[src/pnef_pkg.sv]
// ----------------------------------------------------------------------------
// pnef_pkg
// Shared types and constants of the pure-strategy Nash equilibrium finder.
// ----------------------------------------------------------------------------
package pnef_pkg;

  localparam int MAX_DIM_DEFAULT = 256;
  localparam int DIM_RESET       = 16;
  localparam int CMD_FIFO_DEPTH  = 4;

  // work item classified by the front end
  typedef enum logic [1:0] {
    CMD_LOAD        = 2'd0,
    CMD_FETCH_SCAN  = 2'd1,
    CMD_FETCH_EARLY = 2'd2
  } cmd_kind_e;

  typedef struct packed {
    cmd_kind_e   kind;
    logic [7:0]  p1;
    logic [7:0]  p2;
  } cmd_t;

  typedef enum logic [1:0] {
    ST_FOUND    = 2'd0,
    ST_NONE     = 2'd1,
    ST_NOT_FULL = 2'd2
  } status_e;

  typedef enum logic {
    B_IDLE = 1'b0,
    B_SCAN = 1'b1
  } back_state_e;

endpackage

[src/pnef_cmd_fifo.sv]
// ----------------------------------------------------------------------------
// pnef_cmd_fifo
// Short command queue between front end and back end.
// ----------------------------------------------------------------------------
module pnef_cmd_fifo
  import pnef_pkg::*;
(
  input  logic clk_i,
  input  logic rst_ni,
  input  logic push_valid_i,
  output logic push_ready_o,
  input  cmd_t push_data_i,
  output logic pop_valid_o,
  input  logic pop_ready_i,
  output cmd_t pop_data_o
);

  localparam int PtrW = $clog2(CMD_FIFO_DEPTH);
  localparam int CntW = $clog2(CMD_FIFO_DEPTH + 1);

  cmd_t            mem_q [CMD_FIFO_DEPTH];
  logic [PtrW-1:0] wptr_q, wptr_d, rptr_q, rptr_d;
  logic [CntW-1:0] cnt_q, cnt_d;
  logic            push, pop;

  assign push_ready_o = (cnt_q != CntW'(CMD_FIFO_DEPTH));
  assign pop_valid_o  = (cnt_q != '0);
  assign pop_data_o   = mem_q[rptr_q];
  assign push         = push_valid_i && push_ready_o;
  assign pop          = pop_valid_o && pop_ready_i;

  always_comb begin
    wptr_d = push ? wptr_q + PtrW'(1) : wptr_q;
    rptr_d = pop ? rptr_q + PtrW'(1) : rptr_q;
    cnt_d  = cnt_q;
    if (push && !pop) begin
      cnt_d = cnt_q + CntW'(1);
    end else if (pop && !push) begin
      cnt_d = cnt_q - CntW'(1);
    end
  end

  always_ff @(posedge clk_i or negedge rst_ni) begin
    if (!rst_ni) begin
      wptr_q <= '0;
      rptr_q <= '0;
      cnt_q  <= '0;
    end else begin
      wptr_q <= wptr_d;
      rptr_q <= rptr_d;
      cnt_q  <= cnt_d;
    end
  end

  always_ff @(posedge clk_i) begin
    if (push) begin
      mem_q[wptr_q] <= push_data_i;
    end
  end

endmodule

[config.mk]
export PLATFORM = sky130hd
export DESIGN_NAME = pnef_cmd_fifo
export DESIGN_NICKNAME = d
export VERILOG_FILES = /design/src/pnef_pkg.sv /design/src/pnef_cmd_fifo.sv
export SDC_FILE = /design/constraint.sdc
export NUM_CORES = 1
export LEC_CHECK = 0
export ABC_AREA = 1
export ABC_CLOCK_PERIOD_IN_PS = 2050
export BUFFER_PORTS_ARGS = -buffer_cell sky130_fd_sc_hd__buf_2
export CAP_MARGIN = 20
export CORE_MARGIN = 2
export CORE_UTILIZATION = 40
export CTS_BUF_LIST = sky130_fd_sc_hd__clkbuf_4 sky130_fd_sc_hd__clkbuf_8 sky130_fd_sc_hd__clkbuf_16
export CTS_CLUSTER_SIZE = 14
export DETAILED_ROUTE_END_ITERATION = 10
export GPL_TIMING_DRIVEN = 0
export MAX_ROUTING_LAYER = met4
export SETUP_SLACK_MARGIN = 0.2
export SLEW_MARGIN = 20
export SYNTH_ARGS = -nofsm -noshare
export SYNTH_HDL_FRONTEND = slang
export SYNTH_SLANG_ARGS = --single-unit
[constraint.sdc]
create_clock -name clk_i -period 2.05 [get_ports clk_i]
set_clock_uncertainty 0.05 [all_clocks]
set_input_delay 0.3075 -clock clk_i [delete_from_list [all_inputs] [get_ports clk_i]]
set_output_delay 0.3075 -clock clk_i [all_outputs]
set_load 0.005 [all_outputs]
* After elaboration in Yosys (flattened, before gate mapping) *
Memory sizes are Yosys's and may differ from the RTL's.
Cells that the tools add are included.

storage, ports and cells
  register bits after elaboration = 7
  bits in writable memories = 72
  bits of input ports = 22
  word-level logic and storage cells = 21
  memories = 1

operators by class
  $add $sub $neg = 4
  equal/unequal tests = 1
  multiplexer cells = 4
  reduce and logical (&&, ||, !) cells = 8

memory list
  name   depth  width  read ports  clocked after memory_dff  wr ports  line                 source
  mem_q  4      18     1           0                         1         pnef_cmd_fifo.sv:21  cmd_t mem_q [CMD_FIFO_DEPTH];

operators with widths
  kind                   count
  $mux W3                2
  $add A2 B1 Y2 const B  2
  $logic_and A1 B1 Y1    4
  $add A3 B1 Y3 const B  1
  $ne A3 B3 Y1 const B   1
  $reduce_bool A3 Y1     1
  $sub A3 B1 Y3 const B  1
  $logic_not A1 Y1       2
  $mux W1                2
  $reduce_bool A2 Y1     1

* Depth between registers and ports, before layout *
Gate-level depths: netlist of run 1.

  depth in word-level cells = 6
  depth in mapped cells = 12
  mapped depth without buffers = 12

* Least setup slack after synthesis of run 1 *
OpenSTA, ideal clock, no wires.

  path kind = register to register
  start = reg cnt_q[0]
  end = mem mem_q[0][0] (netlist bit), enable pin
  library setup time = 0.393 ns
  arrival time = 1.547 ns
  required time = 1.607 ns
  path slack = 0.060 ns
  cell stages (with the launch flop) = 5
  clock period less this slack = 1.990 ns
  cells stage by stage = dfrtp_1 > inv_1 > nand3_1 > nand2_1 > nor2_1

on the way
  longest elaborated chain between the ends = 4

ends and longest elaborated chain
  element                        line                 source
  start, declared                pnef_cmd_fifo.sv:23  logic [CntW-1:0] cnt_q, cnt_d;
  start signal, assigned         pnef_cmd_fifo.sv:51  cnt_q <= cnt_d;
  $ne A3 B3 Y1                   pnef_cmd_fifo.sv:26  assign push_ready_o = (cnt_q != CntW'(CMD_FIFO_DEPTH));
  net push_ready_o               pnef_cmd_fifo.sv:11  output logic push_ready_o,
  $logic_and A1 B1 Y1            pnef_cmd_fifo.sv:29  assign push = push_valid_i && push_ready_o;
  $mux W1                        pnef_cmd_fifo.sv:56  if (push) begin
  $mux W1 (not written as such)  pnef_cmd_fifo.sv:57  mem_q[wptr_q] <= push_data_i;
  end, declared                  pnef_cmd_fifo.sv:21

The timed path passes the listed nets, and every way through them passes these cells.

==> results of run 1 <==
state kept, by name (all words and copies together) (netlist names):
register  flops
cnt_q         3
mem_q        72
rptr_q        2
wptr_q        2
cell type report:
cell class	count	area (um^2)
plain buffers	10	105.1
multi-input cells	127	749.5
diodes	1	2.502
inverters	52	200.2
well taps	105	131.4
repair buffers	50	294.0
flip-flops and latches	79	2337
fillers	727	4141
clock buffers	9	123.9
clock inverters	7	48.80
critical path: cells and delay by family (launching register included):
family / cells / cell delay [ps]
compound gates: 1 / 80
simple gates: 2 / 160
flops: 1 / 430
buf+inv: 3 / 460
per-stage QoR:
step / setup TNS [ps] / std cells
finish: 0 / 440
global route: 0 / 439
CTS: 0 / 438
detailed placement: -1049 / 418
global placement: -41980 / 414
floorplan: 0 / 268
power by group:
| group | switching [mW] | leakage, nW | total, mW | internal (mW) |
|---|---|---|---|---|
| Clock | 0.568 | 0.0793 | 1.01 | 0.438 |
| Combinational | 1.32 | 0.853 | 2.20 | 0.889 |
| Sequential | 0.122 | 0.744 | 2.26 | 2.13 |
cell usage in the layout (no fill, tap or decap), types with 2 or more instances in the layout:
cell	instances
ha_1	5
edfxtp_1	72
o211ai_2	2
buf_4	6
inv_4	2
nor2_4	3
buf_2	41
nand3_1	5
o211ai_1	34
clkbuf_8	9
nand2_1	70
buf_6	11
clkinvlp_4	3
inv_1	48
dfrtp_1	7
inv_2	2
cell families (layout without fill, tap and decap cells):
group,Yosys count,count (layout)
xor gates and xnor gates,1,1
DFF,79,79
other,0,1
AOI/OAI and AO/OA,37,37
buffers and inverters,62,128
adders and majority gates,6,6
and+or+nand+nor,83,83
final timing paths:
path	start	endpoint	slack, ps	cells past startpoint
max	rptr_q[0]$_DFFE_PN0P_	pop_data_o[14]	220	6
min	push_data_i[11]	mem_q[3][11]$_DFFE_PP_	120	1
max reg2reg	cnt_q[2]$_DFFE_PN0P_	cnt_q[2]$_DFFE_PN0P_	220	10
min reg2reg	wptr_q[0]$_DFFE_PN0P_	wptr_q[0]$_DFFE_PN0P_	500	2
max in group asynchronous	rst_ni	rptr_q[1]$_DFFE_PN0P_	1530	2
min in group asynchronous	rst_ni	wptr_q[1]$_DFFE_PN0P_	260	2
per-layer routing:
metal  global-route usage (%)  vias to the layer above  wire length, um  part of all wire [%]
met5                        -                        -                0                     0
met1                    20.73                      969             3021                    46
met2                    24.12                       47             3005                    46
li1                         -                     1033                -                     -
met4                    7.850                        0              129                   2.0
met3                    4.190                       14              382                   5.8
what timing repair did:
action / CTS / global route
endpoints found under the hold margin: 7 / 0
cloned: 0 / 0
endpoints found under the setup margin: 85 / 23
hold buffers: 1 / 0
pin swaps: 1 / 0
buffers inserted: 3 / 1
resized for setup: 12 / 2
==> impl_results.md, run 1 <==
* Status: completed
* Cell with the most instances after synthesis: edfxtp_1
* Standard-cell rows at 33
* Placed cell area at 0.003726 mm^2
* Per-cell routed wire length at 14.86 um
* HPWL after DPL at 4212 um
* WHS at 115.7 ps
* Flops & latches, synth at 79
* Cell accounting for the most synthesized area: edfxtp_1
* Final net count at 357
* Routability congestion estimate at 0.7239
* Root buffer cell: clkbuf_8
* I/O Pins at 42
* Area grow syn2layout at 19.87%
* Die area at 0.009073 mm^2
* CTS tree: yes
* Final Instance Area at 0.003993 mm^2
* Die Y at 95.25 um
* Initial antenna violation count at 0
* CP Cell Sequence: inv_4 > buf_6 > nand2_1 > o211ai_1 > nand2_1 > buf_2
* Compound-Gate Fraction of Synth Area at 8.565%
* Total grt overflow at 0
* Critical path launch point type: flop
* Critical path required time at 1690 ps
* First-pass GRT wire length at 10100 um
* Clock Latency Late Sink at 350 ps
* Synth Area in Adders at 2.479%
* Synthesized cell area at around 0.0033 mm^2
* RSZ-0062 raised after global routing: true
* Syn Area/Cell at 12.43 um^2
* Fin. Hold Viols at 0
* Largest fanout on the critical path at 10
* Post-Route Utilization at 49.08%
* Post-synth top cells: edfxtp_1 (72), nand2_1 (71), inv_1 (50), o211ai_1 (34)
* Tmin final at 1827 ps
* PD cells at 1369 mW/mm^2
* EDFF count, synth at 72
* Top cell type's share of synthesized area at 64.91%
* Synth Instances at 268
* Core area at 0.008134 mm^2
* GR Util All Layers at 16.21%
* Leakage Power at 1.676 nW
* Sequential area share after synthesis at 70.17%
* Buffers on Ports at 41
* Critical path's slowest cell: dfrtp_1
* Detailed router's first-iteration violation count at between 100 and 150
* Vias in the first global route at 1889
* Max Slew Vio Count at 0
* Die Wd at 95.25 um
* Antenna Nets Post-Route at 0
* Hold crit path type: primary input to flop
* Worst setup margin at 223.1 ps
* Cell mode on critical path: nand2_1
* TritonCTS Sinks at approximately 80
* DP Worst Slack at -61.68 ps
* Worst-path clk slew at around 80 ps
* Initial Utilization at 40.95%
* Slew at the pin closest to its max-slew limit at just over 500 ps
* Simple logic cell fraction of the synthesized area at under 10%
* Tot Pwr at ~5.5 mW
* Async S/R FF share, synth at 8.861%
* Combinational family with the most area after synthesis: simple AND/OR/NAND/NOR gates
* Achievable Freq at between 500 and 600 MHz
* Synth warn at 0
* Xor-xnor portion of the synthesized cell area at 0.2630%
* Fraction of synthesized area in multiplexers at 0%
* Largest net degree at the start of global routing at 15
* Post-synth cell types at 17
* Max-cap viol count at 0
* Maximum vdd drop at about 0.68 mV
* Final period utilization at 89.12%
* Endpoints failing setup at 0
* Synth Flop Type: edfxtp_1
* 1st-pass router iterations at 4
* Net Count, Synth at ~300
* Synth area leaders: edfxtp_1 (65%), nand2_1 (8.0%), o211ai_1 (7.7%), inv_1 (5.6%), dfrtp_1 (5.3%)
* Max Root-Sink Buffers at 2
* CP Capture Type: output port
* Share of layout cells above drive strength 1 at 26.05%
* Relative slew slack at 65.85%
* Via count at a little over 2000
* Vias per inst at 4.689
* Worst Path Arrival at approximately 1500 ps
* CTS Buf Count at 9
* Residual DRC at 0
* Crit Path Class: flop to output port
* WL final at 6538 um
* Worst path max stage delay at 430 ps
* H-tree depth at 3
No activity file was read; power rests on OpenSTA's default activity.
==> run 2, diff against run 1 <==
--- a/config.mk
+++ b/config.mk
@@ -10,7 +10,7 @@
 export BUFFER_PORTS_ARGS = -buffer_cell sky130_fd_sc_hd__buf_2
 export CAP_MARGIN = 20
 export CORE_MARGIN = 2
-export CORE_UTILIZATION = 40
+export CORE_UTILIZATION = 35
 export CTS_BUF_LIST = sky130_fd_sc_hd__clkbuf_4 sky130_fd_sc_hd__clkbuf_8 sky130_fd_sc_hd__clkbuf_16
 export CTS_CLUSTER_SIZE = 14
 export DETAILED_ROUTE_END_ITERATION = 10
==> run 2 against run 1 <==
Against the previous run:
- worst setup slack improved by 6.2 ps
- global-route usage is 2.1 points lower
- routed wire length increased by 4.0%
- highest routed layer unchanged
- cell count increased by 5.9%
- hold slack better by 6.5 ps
- sequential share of layout area is 1.6 points lower
- critical path type unchanged
- fmax grew 0.34%
- via count grew 2.1%
- critical path depth shrank 1
==> impl_results.md, run 2 (synthesis results as in run 1) <==
* Leakage Power at 1.724 nW
* Die Y at 101.6 um
* Worst setup margin at 229.3 ps
* DP Worst Slack at -35.62 ps
* TritonCTS Sinks at between 70 and 80
* Most flops, register: mem_q
* Fin. Hold Viols at 0
* RSZ-0062 raised after global routing: true
* CTS Buf Count at 9
* Met2 WL at 3335 um
* I/O Pins at 42
* H-tree depth at 3
* Per-cell routed wire length at 14.59 um
* Detailed router's first-iteration violation count at approximately 130
* Hold crit path type: primary input to flop
* HPWL after DPL at roughly 4300 um
* Largest net degree at the start of global routing at 19
* Max-cap viol count at 0
* Slew at the pin closest to its max-slew limit at around 620 ps
* Endpoints failing setup at 0
* Buffers on Ports at just over 40
* Commonest non-fill, non-tap cell in the layout: edfxtp_1
* Biggest registers after layout: mem_q (72), cnt_q (3)
* Worst-path clk slew at approximately 80 ps
* Final std cells w/o fill at between 400 and 500
* WL final at 6800 um
* Worst Path Arrival at 1460 ps
* Status: completed
* Relative slew slack at a little under 60%
* Critical path launch point type: flop
* Maximum vdd drop at 0.6603 mV
* GR Util All Layers at 14.15%
* Largest fanout on the critical path at 10
* Max Root-Sink Buffers at 2
* Total grt overflow at 0
* Initial Utilization at 36.05%
* Share of layout cells above drive strength 1 at ~28%
* Largest register FFs at 72
* Antenna fix cells at 0
* PD cells at 1408 mW/mm^2
* Core area at 0.009240 mm^2
* Achievable Freq at between 500 and 600 MHz
* Highest metal used: met4
* Metal3 WL at 270 um
* Root buffer cell: clkbuf_8
* Vias in the first global route at 1950
* Via count at 2106
* Die area at between 0.01 and 0.015 mm^2
* Die Wd at 101.6 um
* Area grow syn2layout at 23.25%
* Met1 Wirelength at 3057 um
* Clock Latency Late Sink at 340 ps
* CP Capture Type: output port
* Antenna Nets Post-Route at 0
* Final period utilization at 88.81%
* Max Slew Vio Count at 0
* Standard-cell rows at 35
* Number of cells after detailed placement at 441
* Initial antenna violation count at 0
* Most frequent cells in the layout: edfxtp_1 (72), nand2_1 (69), inv_1 (46)
* Tmin final at 1821 ps
* Vias per inst at 4.519
* Residual DRC at 0
* Tot Pwr at 5.782 mW
* CTS tree: yes
* Crit Path Class: flop to output port
* Critical path required time at 1690 ps
* 1st-pass router iterations at 4
* First-pass GRT wire length at 10320 um
* Routability congestion estimate at 0.8038
* Final net count at 361
[run 2: cell types whose count changed in the layout (fill, tap and decap cells not counted), moves of 3 or more]
cell	delta
buf_6	-5
buf_8	+4
buf_4	+3
clkinvlp_4	-3
[run 2: power by group]
group          total (mW)  switching (mW)  internal (mW)
registers            2.27           0.130           2.14
clock network        1.21           0.526          0.684
logic                2.30            1.34          0.963
total                5.78            2.00           3.79
[run 2: worst paths after layout]
path | start | to | slack (ps) | cells after the start
worst max-delay path | rptr_q[0]$_DFFE_PN0P_ | pop_data_o[1] | 230 | 5
worst min-delay path | push_data_i[5] | mem_q[0][5]$_DFFE_PP_ | 120 | 1
worst max register to register | cnt_q[1]$_DFFE_PN0P_ | cnt_q[1]$_DFFE_PN0P_ | 270 | 9
worst min register to register | wptr_q[1]$_DFFE_PN0P_ | wptr_q[1]$_DFFE_PN0P_ | 490 | 2
max in group asynchronous | rst_ni | rptr_q[0]$_DFFE_PN0P_ | 1490 | 2
min in group asynchronous | rst_ni | cnt_q[2]$_DFFE_PN0P_ | 270 | 2
[run 2: metrics by stage]
| stage | area [um^2] | setup TNS (ps) | utilization (%) | hold WS [ps] |
|---|---|---|---|---|
| floorplan | 3331 | 0 | - | -38.09 |
| global placement | 3697 | -43620 | 40.01 | 100.1 |
| detailed placement | 3757 | -171.8 | 40.66 | 104.5 |
| CTS | 4039 | 0 | 43.71 | 101.5 |
| global route | 4105 | 0 | 44.43 | 110.6 |
| finish | 4105 | 0 | 44.43 | 122.2 |
[run 2: cell type report]
class | instances | area, um^2
clock buffers | 10 | 131.4
multi-input cells | 127 | 747.0
repair inverters | 1 | 5.005
inverters | 52 | 202.7
fillers | 835 | 5135
plain buffers | 10 | 125.1
flip-flops and latches | 79 | 2338
clock inverters | 5 | 73.82
well taps | 129 | 161.4
repair buffers | 53 | 320.3
[run 2: worst max-delay path, cell delays in order, from the launching register on]
cell      delay, ps
dfrtp_2         430
clkinv_4        110
buf_6           160
o211ai_1        180
nand2_1         100
buf_2           130
[run 2: metal layers]
layer / global-route usage [%] / up-vias
li1: - / 1041
met1: 17.57 / 1013
met2: 22.06 / 42
met3: 2.968 / 10
met4: 6.861 / 0
met5: - / -
[run 2: timing repair]
| action | in CTS | in global routing |
|---|---|---|
| endpoints found under the setup margin | 77 | 40 |
| pin swaps | 1 | 4 |
| hold buffers | 1 | 0 |
| cloned | 0 | 1 |
| endpoints found under the hold margin | 7 | 0 |
| setup buffers | 5 | 3 |
| resized for setup | 8 | 15 |
