===== src/pnef_pkg.sv =====
// ----------------------------------------------------------------------------
// pnef_pkg
// Shared types and constants of the pure-strategy Nash equilibrium finder.
// ----------------------------------------------------------------------------
package pnef_pkg;

  localparam int MAX_DIM_DEFAULT = 256;
  localparam int DIM_RESET       = 16;
  localparam int CMD_FIFO_DEPTH  = 4;

  // work item classified by the front end
  typedef enum logic [1:0] {
    CMD_LOAD        = 2'd0,
    CMD_FETCH_SCAN  = 2'd1,
    CMD_FETCH_EARLY = 2'd2
  } cmd_kind_e;

  typedef struct packed {
    cmd_kind_e   kind;
    logic [7:0]  p1;
    logic [7:0]  p2;
  } cmd_t;

  typedef enum logic [1:0] {
    ST_FOUND    = 2'd0,
    ST_NONE     = 2'd1,
    ST_NOT_FULL = 2'd2
  } status_e;

  typedef enum logic {
    B_IDLE = 1'b0,
    B_SCAN = 1'b1
  } back_state_e;

endpackage


===== src/pnef_front.sv =====
// ----------------------------------------------------------------------------
// pnef_front
// Accepts requests, counts loaded cells and classifies each request.
// ----------------------------------------------------------------------------
module pnef_front
  import pnef_pkg::*;
#(
  parameter int MAX_DIM = MAX_DIM_DEFAULT,
  localparam int CntW = $clog2(MAX_DIM * MAX_DIM + 1)
) (
  input  logic            clk_i,
  input  logic            rst_ni,
  input  logic            restart_i,
  input  logic [CntW-1:0] total_i,
  input  logic            in_valid_i,
  output logic            in_ready_o,
  input  logic            op_i,
  input  logic [7:0]      p1_i,
  input  logic [7:0]      p2_i,
  output logic            push_valid_o,
  input  logic            push_ready_i,
  output cmd_t            push_data_o
);

  logic [CntW-1:0] cnt_q, cnt_d;
  logic            full, is_load;

  assign full    = (cnt_q >= total_i);
  assign is_load = (op_i == 1'b0);

  // loads beyond a full matrix are taken and dropped
  assign in_ready_o   = push_ready_i;
  assign push_valid_o = in_valid_i && !(is_load && full);

  always_comb begin
    push_data_o.p1 = p1_i;
    push_data_o.p2 = p2_i;
    if (is_load) begin
      push_data_o.kind = CMD_LOAD;
    end else if (full) begin
      push_data_o.kind = CMD_FETCH_SCAN;
    end else begin
      push_data_o.kind = CMD_FETCH_EARLY;
    end

    cnt_d = cnt_q;
    if (restart_i) begin
      cnt_d = '0;
    end else if (in_valid_i && in_ready_o && is_load && !full) begin
      cnt_d = cnt_q + CntW'(1);
    end
  end

  always_ff @(posedge clk_i or negedge rst_ni) begin
    if (!rst_ni) begin
      cnt_q <= '0;
    end else begin
      cnt_q <= cnt_d;
    end
  end

endmodule


===== config.mk =====
export PLATFORM = sky130hd
export DESIGN_NAME = pnef_front
export DESIGN_NICKNAME = d
export VERILOG_FILES = /design/src/pnef_pkg.sv /design/src/pnef_front.sv
export SDC_FILE = /design/constraint.sdc
export NUM_CORES = 1
export LEC_CHECK = 0
export BUFFER_PORTS_ARGS = -buffer_cell sky130_fd_sc_hd__buf_2
export CORE_MARGIN = 2
export CORE_UTILIZATION = 44
export CTS_CLUSTER_SIZE = 24
export DETAILED_ROUTE_END_ITERATION = 8
export PLACE_DENSITY = 0.72
export SLEW_MARGIN = 0
export SYNTH_ARGS = -nofsm -noshare
export SYNTH_HDL_FRONTEND = slang
export SYNTH_SLANG_ARGS = --single-unit
export TNS_END_PERCENT = 10

===== constraint.sdc =====
create_clock -name clk_i -period 2.25 [get_ports clk_i]
set_input_delay 0.45 -clock clk_i [delete_from_list [all_inputs] [get_ports clk_i]]
set_output_delay 0.45 -clock clk_i [all_outputs]
set_load 0.02 [all_outputs]

---- Word-level counts from Yosys, hierarchy flattened ----
Cells that the tools add are included.
word-level totals
  bits in registers ....................... 17
  bits of input ports ..................... 39
  output and inout port bits .............. 20
  word-level logic and storage cells ...... 16
operators by class
  add/sub/neg operators ................... 1
  order comparisons ....................... 1
  mux-type cells .......................... 4
  bitwise operators ....................... 1
  reduce and logical (&&, ||, !) cells .... 8
operator list
  kind                                            count
  two-way mux 17 bit                              2
  adder 17 x 1 -> 17 bit (second input constant)  1
  >= comparator 17 bit                            1
  logical AND 1 bit                               5
  two-way mux 2 bit                               2
  zero test 1 bit                                 2
  nonzero test 2 bit                              1
  NOT 1 bit                                       1

---- Depth between registers and ports, before layout ----
Gate-level depths: netlist of run 1.
  word-level depth ........................ 5
  gate-level depth with buffers ........... 10
  mapped depth without buffers ............ 8

---- Worst setup path before layout of run 1 ----
Ideal clock, no wire load.
  path kind ............................... input -> output
  from .................................... input total_i[12]
  to ...................................... output push_valid_o
  data arrival time ....................... 2164 ps
  data required time ...................... 1800 ps
  path slack .............................. -364 ps
  stages on the path ...................... 9
  buffers on the path ..................... 2
  path through ............................ inv_1 > ha_1 > a21oi_2 > o21a_2 > a2bb2oi_4 > nand3_2 > buf_6 > buf_4 > a21boi_0
between the ends
  cells in the longest elaborated chain, start to end .. 4
ends and longest elaborated chain
  item                  line              source
  start: declaration    pnef_front.sv:14  input logic [CntW-1:0] total_i,
  >= comparator 17 bit  pnef_front.sv:28  assign full = (cnt_q >= total_i);
  logical AND 1 bit     pnef_front.sv:33  assign push_valid_o = in_valid_i && !(is_load && full);
  zero test 1 bit       pnef_front.sv:33
  logical AND 1 bit     pnef_front.sv:33
  end: declaration      pnef_front.sv:20  output logic push_valid_o,
No other way between the ends.

---- Final worst setup path of run 1 ----
  from .................................... register cnt_q[12]
  to ...................................... output push_valid_o
between the ends
  cells in the longest elaborated chain, start to end .. 4
ends and longest elaborated chain
  item                      line              source
  start: declaration        pnef_front.sv:25  logic [CntW-1:0] cnt_q, cnt_d;
  start signal: assignment  pnef_front.sv:58  cnt_q <= cnt_d;
  >= comparator 17 bit      pnef_front.sv:28
  logical AND 1 bit         pnef_front.sv:33
  zero test 1 bit           pnef_front.sv:33
  logical AND 1 bit         pnef_front.sv:33
No other way between the ends.

==> flow_metrics.env, run 1 <==
export IMPL_ys_ff_latch=17
export IMPL_tightest_slew_ns=0.397
export IMPL_largest_reg_flops=17
export IMPL_die_area_sq_um=3940
export IMPL_first_pass_iters=5
export IMPL_n_antenna_cell=0
export IMPL_worstSetupPathType="register to output pin"
export IMPL_area_delta_synth_final_pct=33.8
export IMPL_place_inst=256
export IMPL_status="finished with violations"
export IMPL_slew_headroom=0.735
export IMPL_post_route_period_util=1.10
export IMPL_io_buffers=26
export IMPL_crit_path_cell_trace="ha_4 -> nand4_1 -> buf_6 -> nor4_4 -> nor2_2 -> nand3_2 -> buf_12 -> a21boi_4 -> buf_6"
export IMPL_final_antenna_net_count=0
export IMPL_violations="setup timing"
export IMPL_grt_pass1_vias=1457
export IMPL_yosys_warnings=0
export IMPL_synth_area_leaders="dfrtp_1 28%, ha_1 15%, buf_4 8.9%, a21oi_1 5.9%, inv_1 4.4%"
export IMPL_multi_input_area_sq_um=1070
export IMPL_fin_cells=266
export IMPL_finClkSkew_ns=0.00534
export IMPL_setup_violations=10
export IMPL_cts_sinks=17
export IMPL_initial_utilization=0.455
export IMPL_overflow=0
export IMPL_first_iter_violations=27
export IMPL_finalWirelength_microns=3420
export IMPL_synth_top_area_share=0.280
export IMPL_place_area_sq_um=1770
export IMPL_rows=21
export IMPL_hold_viol_final=0
export IMPL_arrival_ns=2.03
export IMPL_netlist_cell_type_count=35
export IMPL_path_clk_slew_ns=0.10
export IMPL_power_per_cell_area_nw_per_um2=286
export IMPL_cp_common_cell="buf_6"
export IMPL_hpwlAfterDp_microns=2400
export IMPL_timing_final_ws_setup_ns=-0.233
export IMPL_die_x_microns=62.8
export IMPL_finalHoldWorstSlack_ns=0.0625
export IMPL_cpLargestDelayFamily="simple AND/OR/NAND/NOR gates"
export IMPL_grt_max_degree=18
export IMPL_worstHoldPathType="input port to asynchronous set/reset pin"
export IMPL_max_cap_viol_count=0
export IMPL_h_tree_depth=1
export IMPL_netlist_instances=181
export IMPL_ir_drop_v=0.000266
export IMPL_fp_coreArea_sq_um=3340
export IMPL_cts_tree="built"
export IMPL_synth_top_cell_by_area="dfrtp_1"
export IMPL_critPathCaptureType="output pin"
export IMPL_drv_slew=0
export IMPL_fmax_ghz=0.403
export IMPL_worst_setup_path_start_kind="register"
export IMPL_stdcell_area_sq_um=2030
export IMPL_cts_max_path_buffers=2
export IMPL_hold_buffers=0
export IMPL_utilization=0.609
export IMPL_critPathMaxFanout=3
export IMPL_syn_area_per_cell_sq_um=8.39
export IMPL_grt_pass1_wl_microns=6060
export IMPL_p_total_w=0.000582
export IMPL_min_period_ns=2.48
export IMPL_required_ns=1.80
export IMPL_p_leak_nw=0.967
export IMPL_num_nets_final=278
export IMPL_clk_latency_ns=0.29
export IMPL_regMostFlops="cnt_q"
export IMPL_place_gp_congestion=0.843
export IMPL_antenna_found_initial=0
export IMPL_synth_fp_nets=238
export IMPL_die_y_microns=62.8
export IMPL_syn_area_sq_um=1520
export IMPL_vias_per_cell=5.15
export IMPL_rsz0062_at_grt="yes"
export IMPL_max_stage_delay_ns=0.42
export IMPL_ys_seq_area_frac=0.280
export IMPL_reg_largest_list="cnt_q: 17 flops"
export IMPL_slowest_stage="dfrtp_1"
export IMPL_seq_area_sq_um=425
export IMPL_crit_buf_inv=3
export IMPL_drive_above_1_share=0.400
export IMPL_fillCellCount=300
export IMPL_grt_usage=0.187
export IMPL_dr_total_vias=1371
export IMPL_clock_root_buffer="clkbuf_4"
export IMPL_cts_buffers=3
export IMPL_io_pins=59
export IMPL_drc=0
export IMPL_post_drt_wl_per_cell_microns=12.9
-- report_power, final --
group / switching (W) / leakage, nW / internal, W / total, W
combinational: 0.0000578 / 0.715 / 0.0000487 / 0.000106
sequential: 0.000000711 / 0.237 / 0.000307 / 0.000307
clock: 0.0000989 / 0.0150 / 0.0000690 / 0.000168
total: 0.000157 / 0.967 / 0.000424 / 0.000582
-- stage by stage --
stage	setup TNS (ns)	setup slack (ns)
after floorplan	-0.0956	-0.0505
after global placement	-1.09	-0.165
after detailed placement	-1.78	-0.206
after CTS	-0.920	-0.235
after global routing	-1.78	-0.319
final	-0.852	-0.233
-- path summary, 6_finish.rpt --
kind | start | endpoint | slack (ns) | depth (start not counted)
setup / recovery | cnt_q[12] | push_valid_o | -0.23 | 9
hold / removal | rst_ni | cnt_q[11] | 0.06 | 1
setup reg to reg | cnt_q[9] | cnt_q[7] | -0.04 | 10
hold reg to reg | cnt_q[2] | cnt_q[2] | 0.66 | 3
max in group asynchronous | rst_ni | cnt_q[4] | 1.90 | 1
min in group clk_i | restart_i | cnt_q[12] | 0.55 | 2
-- synth_stat cells --
library cell	count
a311oi_2	1
nor4_1	1
or3_1	5
inv_1	18
nor2b_1	1
buf_6	1
and2_1	2
a21boi_0	1
a21oi_2	1
nor2_1	12
nand4_1	7
xor2_1	4
dfrtp_1	17
o21ai_0	7
or4_1	6
nand4_2	1
a2bb2oi_4	1
xnor2_1	1
o211ai_1	1
o21a_2	1
and3b_1	1
o21ai_1	1
buf_4	18
mux2i_1	1
nand3_1	5
a31oi_1	1
ha_1	18
nand3_2	1
a21oi_1	18
buf_1	1
o31ai_1	6
nand3b_1	1
nand2_1	14
clkbuf_1	1
and3_1	5
-- layer usage --
| layer | GRT usage | vias to the layer above | wire length [microns] |
|---|---|---|---|
| met1 | 0.221 | 646 | 1520 |
| met2 | 0.339 | 16 | 1790 |
| met4 | 0.0444 | 0 | 15 |
| met3 | 0.0450 | 2 | 104 |
| li1 | - | 707 | - |
| met5 | 0 | - | 0 |
-- worst reg2reg max path: stages (launching register included) --
cell and delay [ns]:
dfrtp_1 0.39, ha_1 0.27, nand4_1 0.12, buf_6 0.14, nor2_4 0.04, a2bb2oi_4 0.16, nand3_2 0.13, buf_4 0.16
buf_4 0.15, or4_1 0.52, a21oi_2 0.15
-- placed cells by master, fill, tap and decap left out, types with 2 or more instances in the layout --
master	Yosys	layout
or3_1	5	5
ha_4	0	9
buf_4	18	28
dfrtp_1	17	17
and3_1	5	5
inv_1	18	18
o21ai_0	7	5
o21ai_1	1	3
a21oi_1	18	11
buf_6	1	3
ha_1	18	9
nand3_1	5	5
nand4_1	7	7
buf_2	0	24
and2_1	2	2
nor2_1	12	7
or4_1	6	6
nor2_2	0	4
clkbuf_4	0	3
xor2_1	4	4
nand2_1	14	14
a21oi_2	1	7
o31ai_1	6	6
-- cell families after synthesis --
kind of cell / after synthesis / synth area share
buffers and inverters: 39 / 0.146
AND/OR/NAND/NOR: 62 / 0.222
XOR/XNOR: 5 / 0.0288
AO/OA/AOI/OAI: 39 / 0.168
adder cells (fa/ha/maj): 18 / 0.148
flip-flops: 17 / 0.280
multiplexers: 1 / 0.00659
-- repair_timing --
item | CTS | global route
endpoints found under the hold margin | 0 | 0
resized for setup | 16 | 15
setup buffers | 4 | 2
endpoints found under the setup margin | 7 | 14
pin swaps | 8 | 4
-- area by class of cell --
type	count	share of cell area
clock buffer	4	0.0129
inverter	18	0.0333
multi-input combinational	125	0.527
sequential	17	0.209
tap	46	0.0283
timing repair buffer	56	0.189
(Power assumes the default switching activity.)
==> run 2, diff against run 1 <==
--- a/config.mk
+++ b/config.mk
@@ -12,4 +12,5 @@
 export DETAILED_ROUTE_END_ITERATION = 8
 export PLACE_DENSITY = 0.72
+export RECOVER_POWER = 25
 export SLEW_MARGIN = 0
 export SYNTH_ARGS = -nofsm -noshare
==> constraint.sdc (replaced) <==
create_clock -name clk_i -period 2.25 [get_ports clk_i]
set_input_delay 0.45 -clock clk_i [delete_from_list [all_inputs] [get_ports clk_i]]
set_output_delay 0.45 -clock clk_i [all_outputs]
set_load 0.05 [all_outputs]
==> run 2 against run 1 <==
Effect of this change: the flow still finishes with violations (setup timing); flip-flop and latch count stayed put; clock skew is 0.0032 ns higher; design area grew 1.3%; critical path depth is 2 lower; global-route usage rose by 1.1 points; cell count is 0.38% lower; utilization rose by 0.79 points; sequential share of layout area is 0.27 points lower; hold slack improved by 0.19 ns; maximum frequency decreased by 1.1%.
==> flow_metrics.env, run 2 (synthesis gave the netlist of run 1 again) <==
export IMPL_status="finished with violations"
export IMPL_violations="setup timing"
export IMPL_die_area_sq_um=3940
export IMPL_fin_tns_setup_ns=-1.00
export IMPL_final_antenna_net_count=0
export IMPL_clk_latency_ns=0.31
export IMPL_critPathMaxFanout=3
export IMPL_path_clk_slew_ns=0.11
export IMPL_final_common_cell="buf_4"
export IMPL_drive_above_1_share=0.420
export IMPL_n_antenna_cell=0
export IMPL_num_nets_final=277
export IMPL_rows=21
export IMPL_worstSetupPathType="register to output pin"
export IMPL_grt_max_degree=21
export IMPL_initial_utilization=0.455
export IMPL_tightest_slew_ns=0.935
export IMPL_setup_violations=9
export IMPL_io_buffers=26
export IMPL_grt_usage=0.197
export IMPL_grt_pass1_wl_microns=6320
export IMPL_timing_final_ws_setup_ns=-0.260
export IMPL_seq_area_sq_um=425
export IMPL_overflow=0
export IMPL_area_delta_synth_final_pct=35.5
export IMPL_antenna_found_initial=0
export IMPL_stdcell_area_sq_um=2060
export IMPL_hold_buffers=0
export IMPL_hold_viol_final=0
export IMPL_worst_setup_path_start_kind="register"
export IMPL_met1_usage=0.225
export IMPL_largest_reg_flops=17
export IMPL_clock_root_buffer="clkbuf_4"
export IMPL_die_x_microns=62.8
export IMPL_h_tree_depth=1
export IMPL_p_leak_nw=0.956
export IMPL_r2r_slack_ns=-0.06
export IMPL_place_gp_congestion=0.834
export IMPL_power_per_cell_area_nw_per_um2=291
export IMPL_busiest_layer="met2"
export IMPL_post_drt_wl_per_cell_microns=13.5
export IMPL_fillCellCount=297
export IMPL_met2_usage=0.371
export IMPL_use_met3=0.0432
export IMPL_first_iter_violations=36
export IMPL_slew_headroom=0.376
export IMPL_cts_buffers=3
export IMPL_drc=0
export IMPL_cts_max_path_buffers=2
export IMPL_max_cap_viol_count=0
export IMPL_cts_sinks=17
export IMPL_hpwlAfterDp_microns=2850
export IMPL_final_cell_mix="27 x buf_4, 22 x buf_2, 17 x dfrtp_1"
export IMPL_grt_pass1_vias=1485
export IMPL_dr_total_vias=1423
export IMPL_fp_coreArea_sq_um=3340
export IMPL_post_route_period_util=1.12
export IMPL_multi_input_area_sq_um=1090
export IMPL_die_y_microns=62.8
export IMPL_vias_per_cell=5.37
export IMPL_regMostFlops="cnt_q"
export IMPL_fmax_ghz=0.398
export IMPL_finClkSkew_ns=0.00852
export IMPL_rsz0062_at_grt="yes"
export IMPL_worstHoldPathType="input port to asynchronous set/reset pin"
export IMPL_min_period_ns=2.51
export IMPL_drv_slew=0
export IMPL_first_pass_iters=4
export IMPL_critPathCaptureType="output pin"
export IMPL_reg_largest_list="cnt_q: 17 flops"
export IMPL_ir_drop_v=0.000269
export IMPL_cts_tree="built"
export IMPL_finalWirelength_microns=3580
export IMPL_finalHoldWorstSlack_ns=0.250
export IMPL_io_pins=59
export IMPL_arrival_ns=2.06
export IMPL_place_area_sq_um=1920
export IMPL_required_ns=1.80
-- run 2: path summary, 6_finish.rpt --
check / start / to / depth (start not counted)
setup / recovery: cnt_q[11] / push_data_o[16] / 7
hold / removal: rst_ni / cnt_q[7] / 1
setup reg to reg: cnt_q[10] / cnt_q[14] / 10
hold reg to reg: cnt_q[0] / cnt_q[0] / 3
max in group asynchronous: rst_ni / cnt_q[5] / 1
min in group clk_i: restart_i / cnt_q[14] / 2
-- run 2: critical path, cell delays in order, from the launching register on --
cell,delay [ns]
dfrtp_1,0.43
ha_4,0.28
nand4_1,0.11
buf_6,0.15
nor4_4,0.30
nor2_2,0.11
a31oi_4,0.19
buf_6,0.17
-- run 2: cell type report --
type / count / area share
Timing Repair Buffer: 55 / 0.183
Inverter: 18 / 0.0389
Sequential cell: 17 / 0.207
Tap cell: 46 / 0.0280
Multi-Input combinational cell: 125 / 0.531
Clock buffer: 4 / 0.0128
-- run 2: power breakdown --
part	total [W]	switching [W]	internal [W]
Sequential	0.000307	0.000000644	0.000307
Combinational	0.000118	0.0000667	0.0000509
Clock	0.000174	0.000105	0.0000693
Total	0.000599	0.000172	0.000427
-- run 2: repair_timing --
action / 4_1_cts / 5_1_grt
setup buffers: 3 / 2
endpoints found under the setup margin: 9 / 14
resized for setup: 11 / 9
endpoints found under the hold margin: 0 / 0
pin swaps: 7 / 6
cloned: 0 / 0
-- run 2: through the flow --
step | std cells | worst slack, ns | total power, W | util
floorplan | 181 | -0.0928 | 0.000457 | -
global placement | 256 | -0.231 | 0.000421 | 0.576
detailed placement | 256 | -0.295 | 0.000425 | 0.576
CTS | 263 | -0.252 | 0.000598 | 0.603
global route | 265 | -0.335 | 0.000622 | 0.617
finish | 265 | -0.260 | 0.000599 | 0.617
-- run 2: routing by layer --
layer	share of wire	up-vias
li1	-	707
met1	0.41	676
met2	0.52	34
met3	0.051	6
met4	0.0086	0
met5	0	-
==> run 3, diff against run 2 <==
ABC_AREA = 1   (was not set)
CORE_UTILIZATION = 47   (was 44)
PLACE_DENSITY = 0.73   (was 0.72)
RECOVER_POWER = 50   (was 25)
==> run 3 against run 2 <==
Effect of this change: the flow still finishes with violations (setup timing); utilization is 3.1 points lower; wire length is 12% higher; first-iteration DRC count is 47% higher; clock power is 38% higher; critical endpoint is now push_valid_o.
==> flow_metrics.env, run 3 <==
export IMPL_largest_reg_flops=17
export IMPL_arrival_ns=1.89
export IMPL_hold_buffers=0
export IMPL_drc=0
export IMPL_cts_tree="built"
export IMPL_post_drt_wl_per_cell_microns=11.5
export IMPL_worstHoldPathType="input port to asynchronous set/reset pin"
export IMPL_synthMostInstantiatedCell="nand2_1"
export IMPL_synth_flop_cell="dfrtp_1"
export IMPL_synth_adder_area_share=0.118
export IMPL_antenna_found_initial=0
export IMPL_power_per_cell_area_nw_per_um2=288
export IMPL_synth_top_family_by_area="simple AND/OR/NAND/NOR gates"
export IMPL_synthTopCellsByCount="58 x nand2_1, 43 x inv_1, 19 x nor2_1"
export IMPL_io_pins=59
export IMPL_hold_viol_final=0
export IMPL_n_antenna_cell=0
export IMPL_drive_above_1_share=0.337
export IMPL_ys_seq_area_frac=0.224
export IMPL_finalHoldWorstSlack_ns=0.326
export IMPL_reg_largest_list="cnt_q: 17 flops"
export IMPL_final_cell_mix="52 x nand2_1, 43 x inv_1, 28 x buf_4"
export IMPL_first_iter_violations=53
export IMPL_post_route_period_util=1.04
export IMPL_die_y_microns=67.6
export IMPL_grt_max_degree=33
export IMPL_final_antenna_net_count=0
export IMPL_timing_final_ws_setup_ns=-0.0938
export IMPL_netlist_cell_type_count=27
export IMPL_first_pass_iters=4
export IMPL_synth_top_area_share=0.224
export IMPL_dr_total_vias=1736
export IMPL_vias_per_cell=4.96
export IMPL_muxShareOfSynthArea=0
export IMPL_setup_violations=3
export IMPL_place_inst=340
export IMPL_ys_ff_latch=17
export IMPL_rows=23
export IMPL_violations="setup timing"
export IMPL_drv_slew=0
export IMPL_clk_latency_ns=0.26
export IMPL_synth_compound_area_share=0.0316
export IMPL_multi_input_area_sq_um=1240
export IMPL_critPathMaxFanout=3
export IMPL_async_reset_ff_frac=1.00
export IMPL_grt_pass1_wl_microns=6740
export IMPL_area_delta_synth_final_pct=21.4
export IMPL_io_buffers=26
export IMPL_p_leak_nw=1.26
export IMPL_worst_setup_path_start_kind="register"
export IMPL_grt_pass1_vias=1619
export IMPL_fin_cells=350
export IMPL_hpwlAfterDp_microns=2960
export IMPL_slew_headroom=0.344
export IMPL_tightest_slew_ns=0.984
export IMPL_grt_usage=0.190
export IMPL_finClkSkew_ns=0.00545
export IMPL_max_cap_viol_count=0
export IMPL_required_ns=1.80
export IMPL_num_nets_final=358
export IMPL_min_period_ns=2.34
export IMPL_syn_area_sq_um=1900
export IMPL_netlist_instances=265
export IMPL_cts_sinks=17
export IMPL_yosys_warnings=0
export IMPL_synth_xor_area_frac=0.0507
export IMPL_synth_area_leaders="dfrtp_1 22%, ha_1 12%, nand2_1 11%, inv_1 8.5%, buf_4 7.1%"
export IMPL_syn_area_per_cell_sq_um=7.18
export IMPL_rr_worst_depth=12
export IMPL_worstSetupPathType="register to output pin"
export IMPL_fp_coreArea_sq_um=3940
export IMPL_h_tree_depth=1
export IMPL_cts_buffers=3
export IMPL_cts_max_path_buffers=2
export IMPL_initial_utilization=0.482
export IMPL_rsz0062_at_grt="yes"
export IMPL_critPathCaptureType="output pin"
export IMPL_die_area_sq_um=4570
export IMPL_finalWirelength_microns=4010
export IMPL_status="finished with violations"
export IMPL_final_common_cell="nand2_1"
export IMPL_synth_edf_count=0
export IMPL_overflow=0
export IMPL_ir_drop_v=0.000318
export IMPL_seq_area_sq_um=425
export IMPL_fmax_ghz=0.427
export IMPL_die_x_microns=67.6
export IMPL_synth_top_cell_by_area="dfrtp_1"
export IMPL_place_gp_congestion=0.866
export IMPL_clock_root_buffer="clkbuf_8"
export IMPL_fillCellCount=372
export IMPL_regMostFlops="cnt_q"
export IMPL_synth_simple_gate_area_share=0.389
export IMPL_synth_fp_nets=322
export IMPL_path_clk_slew_ns=0.07
==> run 3: cell types whose count changed after synthesis, sizes merged, moves of 4 or more <==
cell	before	now
nand3	6	30
nand4	8	17
nand2	14	63
o31ai	6	0
and3	5	0
o21ai	8	0
or4	6	0
nor2	12	27
or3	5	0
a21oi	19	6
inv	18	43
xor2	4	9
nor3	0	4
==> run 3: worst max-delay path, cell delays in order, from the launching register on <==
cell	delay, ns
dfrtp_1	0.41
ha_4	0.28
nand2_2	0.06
nor2_4	0.14
nand2_2	0.10
nor2_2	0.12
nand2_2	0.07
nand3_2	0.09
nor2_4	0.05
o21a_1	0.18
buf_6	0.15
==> run 3: final cells by class <==
type,count,area share
inverters,46,0.0753
clock buffers,4,0.0195
repair buffers,54,0.155
flip-flops and latches,17,0.184
well taps,50,0.0271
multi-input cells,179,0.539
==> run 3: power by group <==
group / internal (W) / switching (W)
clock network: 0.000126 / 0.000114
registers: 0.000307 / 0.000000567
logic: 0.0000447 / 0.0000738
==> run 3: stage by stage <==
step | setup slack (ns) | total power (W) | util | cell area, sq um | TNS (ns)
2_1_floorplan | -0.0216 | 0.000457 | - | 1910 | -0.0303
6_report | -0.0938 | 0.000666 | 0.586 | 2310 | -0.137
5_1_grt | -0.181 | 0.000696 | 0.586 | 2310 | -0.435
3_5_place_dp | -0.0668 | 0.000417 | 0.530 | 2090 | -0.126
4_1_cts | -0.0849 | 0.000660 | 0.555 | 2190 | -0.166
3_3_place_gp | -0.0516 | 0.000415 | 0.530 | 2090 | -0.0810
==> run 3: path summary, 6_finish.rpt <==
path                            from           end  slack, ns
hold / removal                rst_ni      cnt_q[0]       0.33
setup / recovery           cnt_q[14]  push_valid_o      -0.09
max in group asynchronous     rst_ni     cnt_q[15]       1.33
min in group clk_i         restart_i     cnt_q[14]       0.53
hold reg to reg             cnt_q[0]      cnt_q[0]       0.57
setup reg to reg           cnt_q[11]     cnt_q[16]       0.37
==> run 3: logic make-up (layout without fill, tap and decap cells) <==
group	count (synthesis)	count (layout)
simple gates	141	141
compound gates	9	9
xor+xnor	11	11
fa+ha+maj	18	18
buf+inv	69	104
flops	17	17
==> run 3: per-layer routing <==
metal | part of all wire | track usage | vias to the layer above
li1 | - | - | 899
met1 | 0.46 | 0.237 | 796
met2 | 0.49 | 0.341 | 39
met3 | 0.049 | 0.0300 | 2
met4 | 0.0055 | 0.0434 | 0
met5 | 0 | 0 | -
==> run 3: timing repair <==
action / in CTS / in global routing
gates resized for setup: 9 / 13
pin swaps: 0 / 7
hold endpoints to repair: 0 / 0
setup buffers: 2 / 4
setup endpoints to repair: 3 / 3
